**src/sv/fpm_pkg.sv**
```systemverilog
// Shared types and constants for the first pattern match finder.
`timescale 1ns / 1ps

package fpm_pkg;

    localparam int          MAX_PATTERN_DEF = 16;
    localparam longint      MAX_TEXT_DEF    = 64'd65536;
    localparam int          PAT_BYTES       = 16;
    localparam int          LEN_W           = 5;
    localparam int          POS_W           = 16;
    localparam int          CFG_IDX_W       = 2;
    localparam int          CFG_DATA_W      = 64;

    localparam logic [CFG_IDX_W-1:0] CFG_PATTERN_LOW    = 2'd0;
    localparam logic [CFG_IDX_W-1:0] CFG_PATTERN_HIGH   = 2'd1;
    localparam logic [CFG_IDX_W-1:0] CFG_PATTERN_LENGTH = 2'd2;

    typedef struct packed {
        logic [7:0] text_byte;
        logic       last_byte;
    } in_item_t;

    typedef struct packed {
        logic             found;
        logic [POS_W-1:0] match_start;
        logic             overflow;
    } out_item_t;

    // Control shared by every cell of the row
    typedef struct packed {
        logic advance;
        logic clear;
    } cell_ctrl_t;

endpackage

```
**src/sv/fpm_cell.sv**
```systemverilog
// One cell of the match row: tracks whether the text so far ends in pattern[0..i].
`timescale 1ns / 1ps

module fpm_cell
    import fpm_pkg::*;
(
    input  logic       clk,
    input  logic       rst_n,
    input  cell_ctrl_t ctrl,
    input  logic [7:0] text_byte,
    input  logic [7:0] pattern_byte,
    input  logic       prev_hit,
    output logic       hit,
    output logic       hit_now
);

    logic hit_reg;
    logic hit_next;

    // Prefix up to this cell matches if the prefix before it matched one byte ago
    assign hit_now = prev_hit && (text_byte == pattern_byte);

    always_comb
    begin
        hit_next = hit_reg;
        if (ctrl.clear)
        begin
            hit_next = 1'b0;
        end
        else if (ctrl.advance)
        begin
            hit_next = hit_now;
        end
    end

    always_ff @(posedge clk or negedge rst_n)
    begin
        if (!rst_n)
        begin
            hit_reg <= 1'b0;
        end
        else
        begin
            hit_reg <= hit_next;
        end
    end

    assign hit = hit_reg;

endmodule

```
**src/sv/first_pattern_match_finder.sv**
```systemverilog
// Top level: streaming search for the first occurrence of a 1 to 16 byte pattern.
`timescale 1ns / 1ps
//
//  channel | direction | handshake          | payload
//  --------+-----------+--------------------+------------------------------------
//  in      | input     | in_valid / in_stall | in_item_t  {text_byte, last_byte}
//  out     | output    | out_valid/out_stall | out_item_t {found, match_start, overflow}
//  cfg     | input     | cfg_we              | cfg_index, cfg_data
//
//  One text byte per cycle unless stalled; a result appears in the output
//  register in the cycle after the byte that causes it. The cell row compares the byte
//  against every pattern position at once; that single compare stage sets the rate.
//  Input stalls only while a result sits in the output register and is stalled.
//  Reset clears the row, the position and the pattern (length 1, all zeros).
//  A configuration write to the pattern low, pattern high or length index restarts the search.

module first_pattern_match_finder
    import fpm_pkg::*;
#(
    parameter int     MAX_PATTERN = MAX_PATTERN_DEF,
    parameter longint MAX_TEXT    = MAX_TEXT_DEF
)
(
    input  logic                  clk,
    input  logic                  rst_n,
    input  logic                  in_valid,
    output logic                  in_stall,
    input  in_item_t              in_data,
    output logic                  out_valid,
    input  logic                  out_stall,
    output out_item_t             out_data,
    input  logic                  cfg_we,
    input  logic [CFG_IDX_W-1:0]  cfg_index,
    input  logic [CFG_DATA_W-1:0] cfg_data
);

    localparam int IDX_W = (MAX_PATTERN > 1) ? $clog2(MAX_PATTERN) : 1;
    localparam logic [POS_W-1:0] POS_CAP =
        (MAX_TEXT - 1 > 65535) ? {POS_W{1'b1}} : POS_W'(MAX_TEXT - 1);
    localparam logic [LEN_W-1:0] LEN_MAX = LEN_W'(MAX_PATTERN);

    logic [PAT_BYTES-1:0][7:0] pattern_reg, pattern_next;
    logic [LEN_W-1:0]          length_reg, length_next;
    logic [POS_W-1:0]          position_reg, position_next;
    logic                      reported_reg, reported_next;
    logic                      saturated_reg, saturated_next;
    logic                      out_valid_reg, out_valid_next;
    out_item_t                 out_data_reg, out_data_next;

    logic                      accept;
    logic                      cfg_hit;
    logic [LEN_W-1:0]          cfg_len;
    logic [IDX_W-1:0]          last_cell;
    logic                      match;
    cell_ctrl_t                ctrl;
    logic [MAX_PATTERN-1:0]    hit;
    logic [MAX_PATTERN-1:0]    hit_now;

    assign in_stall = out_valid_reg && out_stall;
    assign accept   = in_valid && !in_stall;
    assign cfg_hit  = cfg_we && (cfg_index == CFG_PATTERN_LOW
                               || cfg_index == CFG_PATTERN_HIGH
                               || cfg_index == CFG_PATTERN_LENGTH);

    assign ctrl.clear   = cfg_hit || (accept && in_data.last_byte);
    assign ctrl.advance = accept;

    genvar gi;
    generate
        for (gi = 0; gi < MAX_PATTERN; gi++)
        begin : g_cell
            logic prev;
            if (gi == 0)
            begin : g_head
                assign prev = 1'b1;
            end
            else
            begin : g_body
                assign prev = hit[gi-1];
            end
            fpm_cell u_cell (
                .clk          (clk),
                .rst_n        (rst_n),
                .ctrl         (ctrl),
                .text_byte    (in_data.text_byte),
                .pattern_byte (pattern_reg[gi]),
                .prev_hit     (prev),
                .hit          (hit[gi]),
                .hit_now      (hit_now[gi])
            );
        end
    endgenerate

    assign last_cell = IDX_W'(length_reg - LEN_W'(1));
    assign match     = hit_now[last_cell] && !reported_reg;

    // Clamp the written length into 1..MAX_PATTERN
    always_comb
    begin
        cfg_len = cfg_data[LEN_W-1:0];
        if (cfg_len == '0)
        begin
            cfg_len = LEN_W'(1);
        end
        else if (cfg_len > LEN_MAX)
        begin
            cfg_len = LEN_MAX;
        end
    end

    always_comb
    begin
        pattern_next   = pattern_reg;
        length_next    = length_reg;
        position_next  = position_reg;
        reported_next  = reported_reg;
        saturated_next = saturated_reg;
        out_valid_next = out_valid_reg && out_stall;
        out_data_next  = out_data_reg;

        if (cfg_hit)
        begin
            case (cfg_index)
                CFG_PATTERN_LOW:    pattern_next[7:0]  = cfg_data;
                CFG_PATTERN_HIGH:   pattern_next[15:8] = cfg_data;
                CFG_PATTERN_LENGTH: length_next        = cfg_len;
                default:            length_next        = length_reg;
            endcase
            position_next  = '0;
            reported_next  = 1'b0;
            saturated_next = 1'b0;
        end
        else if (accept)
        begin
            if (match)
            begin
                reported_next              = 1'b1;
                out_valid_next             = 1'b1;
                out_data_next.found        = 1'b1;
                out_data_next.match_start  = position_reg + POS_W'(1)
                                             - POS_W'(length_reg);
                out_data_next.overflow     = saturated_reg;
            end
            else if (in_data.last_byte && !reported_reg)
            begin
                out_valid_next             = 1'b1;
                out_data_next.found        = 1'b0;
                out_data_next.match_start  = '0;
                out_data_next.overflow     = saturated_reg;
            end

            // Hold the position at the cap once reached
            if (position_reg >= POS_CAP)
            begin
                position_next  = POS_CAP;
                saturated_next = 1'b1;
            end
            else
            begin
                position_next = position_reg + POS_W'(1);
            end

            if (in_data.last_byte)
            begin
                position_next  = '0;
                reported_next  = 1'b0;
                saturated_next = 1'b0;
            end
        end
    end

    always_ff @(posedge clk or negedge rst_n)
    begin
        if (!rst_n)
        begin
            pattern_reg   <= '0;
            length_reg    <= LEN_W'(1);
            position_reg  <= '0;
            reported_reg  <= 1'b0;
            saturated_reg <= 1'b0;
            out_valid_reg <= 1'b0;
        end
        else
        begin
            pattern_reg   <= pattern_next;
            length_reg    <= length_next;
            position_reg  <= position_next;
            reported_reg  <= reported_next;
            saturated_reg <= saturated_next;
            out_valid_reg <= out_valid_next;
        end
    end

    always_ff @(posedge clk)
    begin
        out_data_reg <= out_data_next;
    end

    assign out_valid = out_valid_reg;
    assign out_data  = out_data_reg;

endmodule

```
**config.mk**
```make
export PLATFORM = sky130hd
export DESIGN_NAME = first_pattern_match_finder
export DESIGN_NICKNAME = d
export VERILOG_FILES = /design/src/sv/fpm_pkg.sv /design/src/sv/fpm_cell.sv /design/src/sv/first_pattern_match_finder.sv
export SDC_FILE = /design/constraint.sdc
export NUM_CORES = 1
export LEC_CHECK = 0
export BUFFER_PORTS_ARGS = -buffer_cell sky130_fd_sc_hd__buf_2
export CORE_MARGIN = 4
export CORE_UTILIZATION = 54
export DETAILED_ROUTE_END_ITERATION = 10
export PLACE_DENSITY = 0.78
export REMOVE_ABC_BUFFERS = 1
export SETUP_SLACK_MARGIN = 0.15
export SLEW_MARGIN = 25
export SYNTH_ARGS = -nofsm -noshare
export SYNTH_HDL_FRONTEND = slang
export SYNTH_HIERARCHICAL = 1
export SYNTH_SLANG_ARGS = --single-unit
```
**constraint.sdc**
```tcl
create_clock -name clk -period 3.8 [get_ports clk]
set_input_delay 0.76 -clock clk [delete_from_list [all_inputs] [get_ports clk]]
set_output_delay 0.76 -clock clk [all_outputs]
set_load 0.05 [all_outputs]
```
==> impl_metrics.yaml <==
pwr:
  p_seq_share_pct: 47.9
  p_comb_share_pct: 19.0
  p_switching_mw: 1.513
  cellPowerDensity_nw_per_um2: 469.7
  clkPwrFrac_pct: 33.1
  leakage_nw: 4.710
  internal-power_mw: 3.668
  sw_frac_of_total_pct: 29.20
  peakVddDrop_uv: 342.0
setup_path:
  cpMostUsedCell: "mux2i_1"
  slowest_stage: "buf_2"
  crit_type: "in2reg"
  critPathMaxFanout: 16
  cp.required_ns: 4.08
  start_kind: "input port"
  end_kind: "register"
  crit_chain: "buf_2, xor2_1, nor2_1, nand4_1, nor4_1, mux4_2, mux2i_1, mux2_2, or2_1, inv_2, nand2_1, mux2i_1"
  cp.arrival_ns: 3.42
  worst_path_largest_cell_delay_ns: 0.42
place:
  dpl.cell_count: 1145
  place_congestion: 0.8790
  dp_hpwl_microns: 15000
  io_buffer_count: 99
  place_ws_ns: 0.2544
floorplanning:
  initial_core_util_pct: 55.54
  rows: 48
  io-pin-count: 100
  die_area_sq_um: 20120
  core-area_sq_um: 17420
  fp.dieH_microns: 141.8
  chipWidth_microns: 141.8
synthesis:
  yosysWarnings: 6
  synth_area_per_cell_sq_um: 11.54
  syn-instance-count: 838
  synth_area_sq_um: 9673
sta:
  finClkSkew_ns: 0.01154
  rsz0062_at_grt: "false"
  period_needed_ns: 3.149
  drv_slew: 0
  final-setup-viol-count: 0
  timing.slew.headroom_pct: 32.38
  fin_ws_ns: 0.6514
  worstMarginPinSlew_ns: 1.014
  fin_crit_sh_pct: 82.86
  max_clock_freq_mhz: 317.6
  hold_viol: 0
status:
  status: "complete, no violations"
cts:
  clockBufferDepth: 2
  cts_resized: 0
  cts_setup_buffers: 0
  clock_latency_ns: 0.44
  cts_sinks: 185
  clockRootBuffer: "clkbuf_16"
  cts_hold_buf: 0
  clkSlewWorstSetupHoldPaths_ns: 0.07
  cts_buffers: 17
  htreeDepth: 4
  cts_tree: "built"
detailed_routing:
  vias: 6667
  routedWlPerCell_microns: 18.25
  antenna_left: 0
  firstDrtPassIters: 6
  viasPerCell: 5.669
  route.detailed.drc: 0
  drtIter0Drc: 520
  wl_microns: 21460
finish:
  mostFrequentLayoutCells: "166 x dfrtp_1, 130 x mux2_2, 98 x buf_2"
  drive_gt1_share_pct: 30.49
  final_common_cell: "dfrtp_1"
  stdcell_count: 1176
  post-route-util_pct: 63.33
  nets: 1027
  area_growth_pct: 14.03
  largest_register_ffs: 128
  n_antenna_cell: 0
global_routing:
  antenna_found_initial: 0
  grt_pass1_vias: 6724
  track_usage_pct: 22.14
  grt_pass1_wl_microns: 35130
  gr-total-overflow: 0
  grt_max_degree: 93
hold_path:
  hold_class: "in2async"
run:
  drv_cap: 0
-- through the flow --
stage | cell area [sq um] | setup TNS, ns | hold WS (ns) | total power [mW]
2_1_floorplan | 9554 | -156.09 | 0.4256 | 3.174
3_3_place_gp | 10460 | 0 | 0.4406 | 3.457
3_5_place_dp | 10460 | 0 | 0.4480 | 3.497
4_1_cts | 11030 | 0 | 0.4315 | 5.208
5_1_grt | 11030 | 0 | 0.4768 | 5.426
6_report | 11030 | 0 | 0.4150 | 5.181
-- worst paths after layout --
check	startpoint	to	slack [ns]	cells past startpoint
setup / recovery	in_data[2]	out_data[8]	0.65	12
hold / removal	rst_n	pattern_reg[111]	0.42	1
setup reg to reg	position_reg[0]	out_data[13]	0.74	9
hold reg to reg	saturated_reg	out_data[0]	0.47	0
max in group asynchronous	rst_n	length_reg[0]	2.53	2
min in group clk	saturated_reg	out_data[0]	0.47	0
-- critical path: cells and delay by family --
| kind | cells | cell delay [ns] |
|---|---|---|
| and+or+nand+nor | 5 | 1.13 |
| muxes | 4 | 0.83 |
| buffers and inverters | 2 | 0.56 |
| xor gates and xnor gates | 1 | 0.13 |
-- metal layers --
metal  track usage (%)  up-vias  part of all wire (%)
li1                  -     3166                     -
met1             31.19     3332                    46
met2             35.82      155                    48
met3             4.685       14                   4.5
met4             4.495        0                  0.78
met5                 0        -                     0
-- final cells by class --
class                      count  area, sq um
clock buffer                  18        439.2
timing repair buffer         109        614.3
inverter                      12        45.04
clock inverter                13        127.6
sequential                   185         4721
multi-input combinational    614         4802
fill                        1387         6386
tap                          225        281.5
-- power by group through the flow --
stage	registers [mW]	clock network (mW)	logic (mW)
3_3_place_gp	2.51	0	0.950
6_report	2.48	1.71	0.984
4_1_cts	2.48	1.74	0.990
2_1_floorplan	2.48	0	0.697
3_5_place_dp	2.52	0	0.981
5_1_grt	2.51	1.83	1.09
(Power assumes the default switching activity.)
